===== config.mk =====
export PLATFORM = sky130hd
export DESIGN_NAME = supply_source_switch_selector
export DESIGN_NICKNAME = d
export VERILOG_FILES = /design/src/design/sssel_pkg.sv /design/src/design/sssel_decide.sv /design/src/design/supply_source_switch_selector.sv
export VERILOG_INCLUDE_DIRS = /design/src /design/src/design
export SDC_FILE = /design/constraint.sdc
export NUM_CORES = 1
export LEC_CHECK = 0
export ABC_AREA = 1
export ABC_CLOCK_PERIOD_IN_PS = 3600
export BUFFER_PORTS_ARGS = -buffer_cell sky130_fd_sc_hd__clkbuf_2
export CAP_MARGIN = 10
export CORE_MARGIN = 2
export CORE_UTILIZATION = 45
export DETAILED_ROUTE_END_ITERATION = 10
export GPL_TIMING_DRIVEN = 0
export PLACE_DENSITY = 0.75
export SETUP_SLACK_MARGIN = 0.3
export SKIP_CTS_REPAIR_TIMING = 1
export SLEW_MARGIN = 25
export SYNTH_ARGS = -nofsm -noshare
export SYNTH_HDL_FRONTEND = slang
export SYNTH_SLANG_ARGS = --single-unit
export TNS_END_PERCENT = 1

===== constraint.sdc =====
create_clock -name clk -period 3.6 [get_ports clk]
set_input_delay 0.36 -clock clk [delete_from_list [all_inputs] [get_ports clk]]
set_output_delay 0.36 -clock clk [all_outputs]
set_load 0.02 [all_outputs]

===== src/design/supply_source_switch_selector_macros.svh =====
// Assertion macros shared by the supply source switch selector RTL.
`ifndef SUPPLY_SOURCE_SWITCH_SELECTOR_MACROS_SVH
`define SUPPLY_SOURCE_SWITCH_SELECTOR_MACROS_SVH

// Same-cycle implication, checked on clk, muted while arst_n is low.
`define SSS_ASSERT_NOW(lbl, ante, cons, msg) \
	lbl: assert property (@(posedge clk) disable iff (!arst_n) (ante) |-> (cons)) \
		else $error(msg);

// Next-cycle implication, checked on clk, muted while arst_n is low.
`define SSS_ASSERT_NEXT(lbl, ante, cons, msg) \
	lbl: assert property (@(posedge clk) disable iff (!arst_n) (ante) |=> (cons)) \
		else $error(msg);

`endif


===== src/design/sssel_pkg.sv =====
// Types, codes and field widths for the supply source switch selector.
`default_nettype none

package sssel_pkg;

	localparam int unsigned CfgW   = 16;
	localparam int unsigned CntW   = 16;
	localparam int unsigned VdcW   = 16;
	localparam int unsigned CfgIdxW = 2;
	localparam int unsigned InTdataW  = 24;
	localparam int unsigned OutTdataW = 8;

	// Register indexes on the configuration port
	localparam logic [CfgIdxW-1:0] CFG_COMMUT_DELAY      = 2'd0;
	localparam logic [CfgIdxW-1:0] CFG_COMMUT_DELAY_PACK = 2'd1;
	localparam logic [CfgIdxW-1:0] CFG_PACK_THRESHOLD    = 2'd2;

	localparam logic [CfgW-1:0] COMMUT_DELAY_RST      = 16'd100;
	localparam logic [CfgW-1:0] COMMUT_DELAY_PACK_RST = 16'd100;
	localparam logic [CfgW-1:0] PACK_THRESHOLD_RST    = 16'd0;

	typedef enum logic [1:0] {
		SRC_AC   = 2'd0,
		SRC_DC   = 2'd1,
		SRC_BAT  = 2'd2,
		SRC_TRAN = 2'd3
	} src_t;

	typedef struct packed {
		logic [CfgW-1:0] commut_delay;
		logic [CfgW-1:0] commut_delay_pack;
		logic [CfgW-1:0] pack_threshold;
	} cfg_t;

	typedef struct packed {
		logic            ac_loss;
		logic            dc_loss;
		logic            fail_vacdc;
		logic            fail_vdc;
		logic            dc_low;
		logic [VdcW-1:0] vdc_measure;
	} tick_t;

	typedef struct packed {
		src_t            supply;
		logic            armed;
		logic [CntW-1:0] countdown;
		logic            discharging;
	} sel_state_t;

	typedef struct packed {
		src_t switch_drive;
		logic discharge_flag;
		logic battery_idle_pulse;
		logic commit_pulse;
	} result_t;

endpackage

`default_nettype wire


===== src/design/sssel_decide.sv =====
// Per-tick source selection and countdown next-state logic.
`default_nettype none

module sssel_decide (
	input  sssel_pkg::cfg_t       cfg,
	input  sssel_pkg::tick_t      tick,
	input  sssel_pkg::sel_state_t cur,
	output sssel_pkg::sel_state_t nxt,
	output sssel_pkg::result_t    res
);

	sssel_pkg::src_t                 target;
	logic                            hold;
	logic [sssel_pkg::CntW-1:0]      len;
	logic                            arm;
	logic [sssel_pkg::CntW-1:0]      cnt_a;
	logic                            cnt_zero;
	logic                            commit;
	sssel_pkg::src_t                 src_b;

	// Priority: AC, held AC on a failed reading, DC, held DC, battery
	always_comb begin
		hold   = 1'b0;
		len    = cfg.commut_delay;
		target = sssel_pkg::SRC_BAT;
		priority if (!tick.ac_loss && !tick.fail_vacdc) begin
			target = sssel_pkg::SRC_AC;
		end else if (tick.fail_vacdc && !tick.ac_loss && cur.supply == sssel_pkg::SRC_AC) begin
			target = sssel_pkg::SRC_AC;
			hold   = 1'b1;
		end else if (!tick.dc_low && !tick.dc_loss && !tick.fail_vdc) begin
			target = sssel_pkg::SRC_DC;
			if (tick.vdc_measure >= cfg.pack_threshold) begin
				len = cfg.commut_delay_pack;
			end
		end else if (tick.fail_vdc && !tick.dc_loss && cur.supply == sssel_pkg::SRC_DC) begin
			target = sssel_pkg::SRC_DC;
			hold   = 1'b1;
		end else begin
			target = sssel_pkg::SRC_BAT;
		end
	end

	assign arm      = !hold && (cur.supply != target) && !cur.armed;
	assign cnt_a    = arm ? len : cur.countdown;
	assign cnt_zero = (cnt_a == '0);
	assign commit   = !hold && (cur.supply != target) && cnt_zero;
	assign src_b    = commit ? target : cur.supply;

	always_comb begin
		nxt.discharging = commit ? (target == sssel_pkg::SRC_BAT) : cur.discharging;
		if (cnt_zero) begin
			nxt.supply    = src_b;
			nxt.armed     = 1'b0;
			nxt.countdown = '0;
		end else begin
			nxt.supply    = sssel_pkg::SRC_TRAN;
			nxt.armed     = 1'b1;
			nxt.countdown = cnt_a - 1'b1;
		end
		res.switch_drive       = nxt.supply;
		res.discharge_flag     = nxt.discharging;
		res.battery_idle_pulse = commit && (target != sssel_pkg::SRC_BAT);
		res.commit_pulse       = commit;
	end

endmodule

`default_nettype wire


===== src/design/supply_source_switch_selector.sv =====
// Top level of the supply source switch selector: config, state and result registers.
//
//  channel   dir  handshake            payload
//  s_axis    in   s_tvalid/s_tready    s_tdata: flags and DC voltage of one tick
//  m_axis    out  m_tvalid/m_tready    m_tdata: drive code, discharge and pulses
//  cfg       in   cfg_we               cfg_index, cfg_data (16 bit)
//
// One tick per cycle while the result register drains; a result shows in the cycle after its input transfer.
// The decision is a single pass from the state registers to the result register.
// s_tready drops only while a result waits and m_tready is low.
// arst_n clears config to defaults, state to transition with no countdown.
// Config writes land at the clock edge with cfg_we high; index 3 is ignored.
`default_nettype none
`include "supply_source_switch_selector_macros.svh"

module supply_source_switch_selector (
	input  wire logic                                  clk,
	input  wire logic                                  arst_n,
	// s_tdata: ac_loss, dc_loss, fail_vacdc, fail_vdc, dc_low, vdc_measure[15:0], pad
	input  wire logic                                  s_tvalid,
	output logic                                       s_tready,
	input  wire logic [sssel_pkg::InTdataW-1:0]        s_tdata,
	// m_tdata: switch_drive[1:0], discharge_flag, battery_idle_pulse, commit_pulse, pad
	output logic                                       m_tvalid,
	input  wire logic                                  m_tready,
	output logic [sssel_pkg::OutTdataW-1:0]            m_tdata,
	input  wire logic                                  cfg_we,
	input  wire logic [sssel_pkg::CfgIdxW-1:0]         cfg_index,
	input  wire logic [sssel_pkg::CfgW-1:0]            cfg_data
);

	sssel_pkg::cfg_t       cfg_q;
	sssel_pkg::sel_state_t state_q;
	sssel_pkg::sel_state_t state_nxt;
	sssel_pkg::tick_t      tick;
	sssel_pkg::result_t    res;
	sssel_pkg::result_t    res_q;
	logic                  m_valid_q;
	logic                  s_xfer;

	// unpack the input transfer, lowest field first
	assign tick.ac_loss     = s_tdata[0];
	assign tick.dc_loss     = s_tdata[1];
	assign tick.fail_vacdc  = s_tdata[2];
	assign tick.fail_vdc    = s_tdata[3];
	assign tick.dc_low      = s_tdata[4];
	assign tick.vdc_measure = s_tdata[20:5];

	// result register empties or drains this cycle -> take a new tick
	assign s_tready = !m_valid_q || m_tready;
	assign s_xfer   = s_tvalid && s_tready;

	always_ff @(posedge clk or negedge arst_n) begin
		if (!arst_n) begin
			cfg_q.commut_delay      <= sssel_pkg::COMMUT_DELAY_RST;
			cfg_q.commut_delay_pack <= sssel_pkg::COMMUT_DELAY_PACK_RST;
			cfg_q.pack_threshold    <= sssel_pkg::PACK_THRESHOLD_RST;
		end else if (cfg_we) begin
			unique case (cfg_index)
				sssel_pkg::CFG_COMMUT_DELAY:      cfg_q.commut_delay      <= cfg_data;
				sssel_pkg::CFG_COMMUT_DELAY_PACK: cfg_q.commut_delay_pack <= cfg_data;
				sssel_pkg::CFG_PACK_THRESHOLD:    cfg_q.pack_threshold    <= cfg_data;
				default: ;
			endcase
		end
	end

	sssel_decide u_decide (
		.cfg  (cfg_q),
		.tick (tick),
		.cur  (state_q),
		.nxt  (state_nxt),
		.res  (res)
	);

	// selector state advances once per accepted tick
	always_ff @(posedge clk or negedge arst_n) begin
		if (!arst_n) begin
			state_q.supply      <= sssel_pkg::SRC_TRAN;
			state_q.armed       <= 1'b0;
			state_q.countdown   <= '0;
			state_q.discharging <= 1'b0;
		end else if (s_xfer) begin
			state_q <= state_nxt;
		end
	end

	always_ff @(posedge clk or negedge arst_n) begin
		if (!arst_n) begin
			m_valid_q <= 1'b0;
		end else if (s_xfer) begin
			m_valid_q <= 1'b1;
		end else if (m_tready) begin
			m_valid_q <= 1'b0;
		end
	end

	// payload only, no reset needed
	always_ff @(posedge clk) begin
		if (s_xfer) begin
			res_q <= res;
		end
	end

	assign m_tvalid = m_valid_q;
	assign m_tdata  = {3'b000, res_q.commit_pulse, res_q.battery_idle_pulse,
		res_q.discharge_flag, res_q.switch_drive};

	// a running countdown always shows as transition and keeps the timer armed
	`SSS_ASSERT_NOW(a_cnt_tran, state_q.countdown != '0, state_q.supply == sssel_pkg::SRC_TRAN, "countdown running outside transition")
	`SSS_ASSERT_NOW(a_cnt_armed, state_q.countdown != '0, state_q.armed, "countdown running with timer disarmed")
	// a commit always drives a real source
	`SSS_ASSERT_NOW(a_commit_drive, m_valid_q && res_q.commit_pulse, res_q.switch_drive != sssel_pkg::SRC_TRAN, "commit reported during transition")
	// battery idle only comes with a commit to AC or DC
	`SSS_ASSERT_NOW(a_idle_commit, m_valid_q && res_q.battery_idle_pulse, res_q.commit_pulse && !res_q.discharge_flag, "idle pulse without commit")
	// state moves only on an input transfer
	`SSS_ASSERT_NEXT(a_state_hold, !s_xfer, $stable(state_q), "state changed without a transfer")

endmodule

`default_nettype wire

======== Yosys cells after proc, flatten, opt, wreduce, memory -nomap -nowiden ========
Index checks and enable logic that the tools add are counted.
operators by class
  $add $sub $neg .......................... 1
  $mul .................................... 0
  divide/modulo/power cells ............... 0
  $lt $le $gt $ge ......................... 1
  eq/ne operators ......................... 6
  shift-type cells ........................ 0
  mux-type cells .......................... 18
  bitwise gates (word level) .............. 0
  reductions and logical operators ........ 28
operator list
  cell                                                 count
  2-to-1 mux 16 bit                                    5
  2-to-1 mux 19 bit                                    1
  greater-or-equal comparator 16 bit                   1
  logical NOT 16 bit                                   1
  subtractor 16 x 1 -> 16 bit (second input constant)  1
  logical AND 1 bit                                    12
  2-to-1 mux 2 bit                                     5
  logical NOT 1 bit                                    8
  2-to-1 mux 1 bit                                     7
  AND reduction 2 bit                                  3
  == test 2 x 1 -> 1 bit (second input constant)       2
  == test 2 bit (second input constant)                2
  logical NOT 2 bit                                    2
  != test 2 bit                                        1
  != test 2 bit (second input constant)                1
  nonzero test 2 bit                                   1
  logical OR 1 bit                                     1
word-level totals
  register bits ........................... 74
  latch bits .............................. 0
  bits in writable memories ............... 0
  bits in read-only memories .............. 0
  bits of input ports ..................... 47
  output and inout port bits .............. 10
  logic and storage cells ................. 66
  memories ................................ 0

======== Logic depth before layout (Yosys ltp) ========
Gate-level depths: netlist (run 1).
  word-level depth ........................ 15
  depth in mapped cells ................... 25
  depth with buffers taken out ............ 24

======== Modules after synthesis ========
From an unflattened synthesis (run 1), not the netlist that was laid out.
second synthesis, totals
  cell total of the unflattened synthesis .. 658
  area, all modules ....................... 4804.6 sq um
modules (own cells, without submodules)
  module                         instances  cells each  area each (sq um)  sequential area each (sq um)
  supply_source_switch_selector  1          315         3054.2             1886.8
  sssel_decide                   1          343         1750.4             0.0

======== Worst setup path before layout (run 1) ========
Ideal clock, no wire load.
  path type ............................... input-to-reg
  start point ............................. in s_tdata[8] in the netlist's numbering
  end point ............................... reg res_q, in the netlist m_tdata[0] (data pin)
  setup time .............................. 255 ps
  data arrival time ....................... 2474 ps
  data required time ...................... 3345 ps
  path slack .............................. 871 ps
  cell stages on the path ................. 22
  path buffers ............................ 1
  cell sequence ........................... ha_1 nand2_1 nor2_1 nor2_1 nand2_1 nand2_1 nand2_1 nand2_1 nand2_1 nand2_2 buf_2 nand2_1 nand3_1 o21ai_2 ha_1 inv_1 nor2_1 nand3b_1 nor2_2 nand3_1 o21ai_0 inv_1
RTL lines
  element               line                                  text
  from (decl)           supply_source_switch_selector.sv:22   input wire logic [sssel_pkg::InTdataW-1:0] s_tdata,
  to (signal assigned)  supply_source_switch_selector.sv:101  res_q <= res;
  to (decl)             supply_source_switch_selector.sv:37   sssel_pkg::result_t res_q;

==> results by group, run 1 <==
Synthesis
  • Synth area leader: dfrtp_1
  • Syn_area_per_cell: 7.703 sq um
  • Yosys top cell area share: 35.32%
  • Sequential area share after synthesis: 43.66%
  • Cells after Synth: 561
  • Count leader, synth: nand2_1
  • Flop and latch count out of synthesis: 74
  • Synth cell types: 34
  • Synth async-reset ratio: 93.24%
  • Most instantiated cells after synthesis: nand2_1, inv_1, dfrtp_1, o21ai_0, nand3_1
  • Synth area leaders: dfrtp_1, nand2_1, inv_1
  • YS warnings: 0
  • Synth Flop Type: dfrtp_1
  • Number of flops mapped to enable cells by yosys: 5
  • Post-synthesis instance area: 4322 sq um

Power
  • Peak VDD IR: 0.0002317 V
  • Static leakage: 2.611 nW
  • PwrDens: 505.9 nW/um^2

Placement
  • DP HPWL: 7576 um
  • Worst slack at placement: 0.1871 ns
  • Placer congestion estimate: 0.8746
  • Post-place instance area: 4771 sq um
  • IO buf count: 50

Floorplanning
  • Core area: 9284 sq um
  • Core Rows: 35
  • Starting Density: 46.55%
  • Die height: 102 um
  • Die area: 10400 sq um
  • I/O Pins: 57
  • Die W: 102 um

Detailed routing
  • Via count: 3735
  • Final wirelength: 9986 um
  • Top layer used by detailed routing: met4
  • Drt wl/cell: 13.07 um
  • Metal2 WL: 4922 um
  • Routed Antenna Nets: 0
  • Remaining DRCs: 0
  • First-pass DRT Iterations: 5
  • Met3 WL: 301 um
  • Met1 Routed Length: 4613 um
  • Initial DRC count: 255
  • Routed vias/inst: 4.889

CTS
  • Reg clk slew, reported paths: 0.09 ns
  • CTS tree: yes
  • CTS Sinks: 74
  • Clock Latency Late Sink: 0.35 ns
  • Deepest clock path buffer count: 2
  • CTS H-Tree Depth: 3
  • Inserted Clock Buffers: 9
  • CTS root buffer: clkbuf_8

Timing
  • Setup violations, final: 0
  • Least-Margin Pin Slew: 0.6675 ns
  • Unrepaired setup endpoints after global routing: yes
  • Rel. slew slack: 55.50%
  • Fin crit share: 86.20%
  • Hold Vio Cnt, Final: 0
  • Setup TNS: 0 ns
  • Final slew viol count: 0
  • Min Tclk post-route: 3.103 ns
  • Final worst slack: 0.4968 ns
  • Max Freq: 322.2 MHz
  • Skew final: 0.007710 ns

Global routing
  • Tot GR Track Use: 20.28%
  • Largest net degree at the start of global routing: 52
  • First-pass GRT wire length: 16370 um
  • Global route overflow: 0
  • Initial antenna violation count: 0
  • Vias in the first global route: 3547

Min path
  • Worst Hold Class: in -> reg
  • Worst hold stages: 3
  • Hold Crit Start: cfg_data[5]

Layout
  • Area delta synth->final: 17.57%
  • Area of the multi-input gates: 2037 sq um
  • Fin nets: 695
  • Share of layout cells above drive strength 1: 20.79%
  • Register Area: 1887 sq um
  • # diodes: 0
  • Fill cells: 871
  • Design Area, Final: 5081 sq um

Setup path
  • R2R depth: 18
  • Start of the worst register-to-register path: cfg_q[9]
  • R2r endpoint: m_tdata[1]
  • CP startpoint kind: flip-flop
  • Worst Setup SP: cfg_q[9]
  • Worst Setup EP: m_tdata[1]
  • Critical Path Sink Type: flip-flop
  • CP Class: reg -> reg
  • Crit Path Max Fanout: 10
  • R2r setup slk: 0.50 ns
  • Critical Path RT: 3.71 ns
  • Arrival @ worst endpoint: 3.22 ns

Status
  • Status: finished, final reports clean

Job
  • Max Cap Violations: 0
## critical path, stage by stage, from the launching register on
cell and delay [ns]:
dfrtp_1 0.39, inv_1 0.10, ha_1 0.26, a21oi_1 0.15, o21ai_0 0.10, a21oi_1 0.24
nand2_4 0.13, buf_2 0.22, nand3_1 0.09, nand3_1 0.11, o21ai_2 0.14, ha_4 0.18
inv_1 0.04, nor2_1 0.09, nand3b_1 0.13, nor2_4 0.20, nand3_4 0.11, o21ai_1 0.13
inv_1 0.05
## placed cells by master (no fill, tap or decap), types with 2 or more instances in the layout
master | netlist | final
a21oi_1 | 8 | 8
buf_2 | 3 | 2
buf_4 | 3 | 7
buf_6 | 3 | 4
clkbuf_1 | 11 | 11
clkbuf_2 | 0 | 49
clkbuf_8 | 0 | 10
clkinvlp_4 | 0 | 2
conb_1 | 1 | 3
dfrtp_1 | 61 | 61
dfstp_2 | 8 | 8
edfxtp_1 | 5 | 5
ha_1 | 18 | 17
inv_1 | 85 | 85
inv_2 | 3 | 3
nand2_1 | 162 | 160
nand2_2 | 11 | 11
nand2_4 | 1 | 3
nand3_1 | 43 | 42
nand3_2 | 6 | 6
nand3_4 | 1 | 2
nand3b_1 | 3 | 3
nand4_1 | 6 | 6
nor2_1 | 26 | 24
nor2_2 | 4 | 5
nor2_4 | 7 | 8
o21ai_0 | 57 | 55
o21ai_1 | 9 | 11
o21ai_2 | 3 | 2
o21ai_4 | 1 | 2
xor2_1 | 6 | 6
## metrics by stage
stage / total power [mW] / instances / hold slack, ns / util [%]
floorplan: 1.669 / 563 / 0.06441 / -
global placement: 1.842 / 742 / 0.4609 / 51.06
detailed placement: 1.884 / 743 / 0.2951 / 51.39
CTS: 2.539 / 759 / -0.08466 / 53.61
global route: 2.755 / 764 / 0.2865 / 54.73
finish: 2.570 / 764 / 0.2676 / 54.73
## metal layers
metal / track usage [%] / vias to the layer above
met4: 6.564 / 0
met3: 2.531 / 11
met5: 0 / -
li1: - / 1896
met1: 27.04 / 1765
met2: 34.51 / 63
## cells by family after synthesis
group	share of synthesized area, %
xor gates and xnor gates	1.419
AOI/OAI and AO/OA	10.05
adders and majority gates	5.211
and+or+nand+nor	28.87
DFF	43.66
other	0.08677
buffers and inverters	10.71
## power by group
group / switching, mW / total (mW) / internal [mW]
Clock: 0.337 / 0.657 / 0.319
Combinational: 0.523 / 0.832 / 0.309
Sequential: 0.0784 / 1.08 / 1.00
## layout make-up
class | instances | share of cell area (%)
Clock buffer | 11 | 3.201
Tap cell | 129 | 3.177
Inverter | 88 | 6.501
Timing Repair Buffer | 56 | 6.304
Clock inverter | 5 | 0.8619
Sequential cell | 74 | 37.13
Buffer | 21 | 2.733
Multi-Input combinational cell | 380 | 40.09
## registers in the layout (all words and copies together), names as in the netlist
signal / cells
state_q: 20
m_tvalid: 1
m_tdata: 5
cfg_q: 48
## worst min path at each step
stage	end	slack [ns]
global placement	state_q[14]	0.46
detailed placement	state_q[0]	0.30
global route	cfg_q[9]	0.29
finish	cfg_q[37]	0.27
CTS	state_q[14]	-0.08
floorplan	cfg_q[0]	0.06
No activity file was read; power rests on OpenSTA's default activity.
==> run 2, diff against run 1 <==
--- a/config.mk
+++ b/config.mk
@@ -7,14 +7,15 @@
 export NUM_CORES = 1
 export LEC_CHECK = 0
 export ABC_AREA = 1
-export ABC_CLOCK_PERIOD_IN_PS = 3600
+export ABC_CLOCK_PERIOD_IN_PS = 2590
 export BUFFER_PORTS_ARGS = -buffer_cell sky130_fd_sc_hd__clkbuf_2
 export CAP_MARGIN = 10
 export CORE_MARGIN = 2
 export CORE_UTILIZATION = 45
 export DETAILED_ROUTE_END_ITERATION = 10
 export GPL_TIMING_DRIVEN = 0
-export PLACE_DENSITY = 0.75
+export HOLD_SLACK_MARGIN = 0.1
+export PLACE_DENSITY = 0.77
 export SETUP_SLACK_MARGIN = 0.3
 export SKIP_CTS_REPAIR_TIMING = 1
 export SLEW_MARGIN = 25
==> constraint.sdc (replaced) <==
create_clock -name clk -period 2.59 [get_ports clk]
set_input_delay 0.259 -clock clk [delete_from_list [all_inputs] [get_ports clk]]
set_output_delay 0.259 -clock clk [all_outputs]
set_load 0.02 [all_outputs]
==> run 2 against run 1 <==
Net effect: clock skew increased by 0.0030 ns; cell count increased by 2.9%; clock power increased by 40%; largest cell class unchanged; highest routed layer unchanged; sequential power increased by 40%; sequential share of layout area decreased by 2.5 points; core utilization increased by 3.9 points; the run now ends with setup timing left; fmax increased by 2.4%; combinational power increased by 66%.
==> results by group, run 2 (same netlist as run 1, synthesis figures left out) <==
Status
  • Status: finished, violations left
  • Failing checks: setup timing

Detailed routing
  • Remaining DRCs: 0 (unchanged)
  • Top layer used by detailed routing: met4
  • Drt wl/cell: 13.43 um (+2.8%)
  • Met1 Routed Length: 4572 um (-0.89%)
  • First-pass DRT Iterations: 6 (+1)
  • Initial DRC count: 214 (-16%)
  • Routed vias/inst: 4.986 (+2.0%)
  • Metal2 WL: 5366 um (+9.0%)
  • Routed Antenna Nets: 0 (unchanged)
  • Final wirelength: 10560 um (+5.7%)
  • Met3 WL: 455 um (+51%)
  • Via count: 3919 (+4.9%)

Global routing
  • First-pass GRT wire length: 16350 um (about the same)
  • Global route overflow: 0 (unchanged)
  • Tot GR Track Use: 19.88% (-0.40 points)
  • Vias in the first global route: 3703 (+4.4%)
  • Largest net degree at the start of global routing: 46 (-12%)
  • Initial antenna violation count: 0 (unchanged)

Floorplanning
  • Die area: 10400 sq um (unchanged)
  • Die W: 102 um (unchanged)
  • Die height: 102 um (unchanged)
  • Core Rows: 35 (unchanged)
  • Core area: 9284 sq um (unchanged)
  • Starting Density: 46.55% (unchanged)
  • I/O Pins: 57 (unchanged)

Placement
  • Post-place instance area: 4781 sq um (+0.21%)
  • Placer congestion estimate: 0.8734 (-0.14%)
  • IO buf count: 50 (unchanged)
  • DP HPWL: 7332 um (-3.2%)
  • Worst slack at placement: -0.5821 ns (-0.7692 ns)

Layout
  • Reg with most FFs: cfg_q
  • # diodes: 0 (unchanged)
  • Most frequent cells in the layout: nand2_1, inv_1, dfrtp_1
  • Commonest non-fill, non-tap cell in the layout: nand2_1
  • Area delta synth->final: 25.97%
  • Number of flip-flops under the largest register name: 48 (unchanged)
  • Fill cells: 799 (-8.3%)
  • Design Area, Final: 5444 sq um (+7.1%)
  • Share of layout cells above drive strength 1: 29.68% (+8.9 points)
  • Fin nets: 717 (+3.2%)

Timing
  • Setup violations, final: 25 (+25)
  • Unrepaired setup endpoints after global routing: yes
  • Least-Margin Pin Slew: 0.7022 ns (+0.03468 ns)
  • Worst hold margin: 0.1701 ns (-0.09756 ns)
  • Min Tclk post-route: 3.030 ns (-0.07338 ns)
  • Skew final: 0.01066 ns (+0.002951 ns)
  • Setup TNS: -8.537 ns (-8.537 ns)
  • Rel. slew slack: 53.19% (-2.3 points)
  • Final slew viol count: 0 (unchanged)
  • Hold Vio Cnt, Final: 0 (unchanged)
  • Final worst slack: -0.4398 ns (-0.9366 ns)
  • Max Freq: 330.1 MHz (+2.4%)
  • Fin crit share: 117.0% (+31 points)

CTS
  • Deepest clock path buffer count: 2 (unchanged)
  • CTS Sinks: 74 (unchanged)
  • Inserted Clock Buffers: 9 (unchanged)
  • CTS root buffer: clkbuf_8
  • Clock Latency Late Sink: 0.36 ns (about the same)
  • CTS H-Tree Depth: 3 (unchanged)
  • Reg clk slew, reported paths: 0.09 ns (about the same)
  • CTS tree: yes

Power
  • Combinational Power Share: 36.3% (+3.9 points)
  • Sw Pwr: 1.418 mW (+51%)
  • Peak VDD IR: 0.0002691 V (+16%)
  • Static leakage: 2.739 nW (+4.9%)
  • Clock share of power: 24.1% (-1.5 points)
  • Net Sw Frac: 37.20% (+0.67 points)
  • Sequential fraction of design power: 39.7% (-2.4 points)
  • PwrDens: 700.2 nW/um^2 (+38%)
  • Final Power: 3.812 mW (+48%)
  • Pint: 2.394 mW (+47%)

Setup path
  • Critical Path Sink Type: flip-flop
  • CP startpoint kind: flip-flop
  • Crit Path Max Fanout: 8 (-2)
  • Critical Path RT: 2.88 ns (-0.83 ns)
  • CP Class: reg -> reg
  • Arrival @ worst endpoint: 3.32 ns (+0.10 ns)

Job
  • Max Cap Violations: 0 (unchanged)

Min path
  • Worst Hold Class: in -> reg
-- run 2: stage by stage --
| stage | util, % | std cells |
|---|---|---|
| 2_1_floorplan | - | 563 |
| 3_3_place_gp | 51.25 | 742 |
| 3_5_place_dp | 51.50 | 743 |
| 4_1_cts | 53.72 | 759 |
| 5_1_grt | 58.64 | 786 |
| 6_report | 58.64 | 786 |
-- run 2: path summary, 6_finish.rpt --
kind                                to  depth (start not counted)  slack, ns        start
max in group asynchronous    cfg_q[34]                          3       1.60       arst_n
setup reg to reg           state_q[11]                         24      -0.44     cfg_q[3]
hold reg to reg            state_q[14]                          2       0.48  state_q[14]
setup / recovery           state_q[11]                         24      -0.44     cfg_q[3]
hold / removal               cfg_q[38]                          3       0.17  cfg_data[6]
min in group asynchronous  state_q[17]                          2       0.37       arst_n
-- run 2: power by group through the flow --
stage | Sequential (mW) | Clock (mW) | Combinational, mW
floorplan | 1.50 | 0 | 0.827
global placement | 1.52 | 0 | 1.05
detailed placement | 1.53 | 0 | 1.09
CTS | 1.50 | 0.926 | 1.10
global route | 1.53 | 0.976 | 1.54
finish | 1.51 | 0.918 | 1.38
-- run 2: worst max-delay path, stage by stage (launching register included) --
cell and delay, ns:
dfrtp_1 0.39, inv_2 0.07, ha_4 0.28, nand2_4 0.05
inv_1 0.07, nand2_1 0.05, nand2_1 0.08, nand2_1 0.08
nand2_2 0.10, nand2_2 0.07, nand2_4 0.15, nand2_8 0.08
buf_8 0.16, nand2_2 0.06, nand3_2 0.09, o21ai_4 0.12
buf_4 0.15, ha_1 0.13, inv_1 0.08, nor2_4 0.15
nand2_2 0.13, nor2_4 0.13, xor2_1 0.17, nand2_1 0.06
nand2_1 0.06
-- run 2: final cells by class --
type                            instances  area, sq um  share of cell area, %
Inverter                               88        330.3                  6.068
Multi-Input combinational cell        380         2225                  40.86
Timing Repair Buffer                   78        481.7                  8.849
Clock inverter                          5        43.79                 0.8044
Sequential cell                        74         1887                  34.66
Buffer                                 21        152.6                  2.804
Tap cell                              129        161.4                  2.965
Clock buffer                           11        162.7                  2.988
-- run 2: per-layer routing --
layer	up-vias	track usage, %
li1	1947	-
met1	1848	25.84
met2	106	34.56
met3	18	3.010
met4	0	5.744
met5	-	0
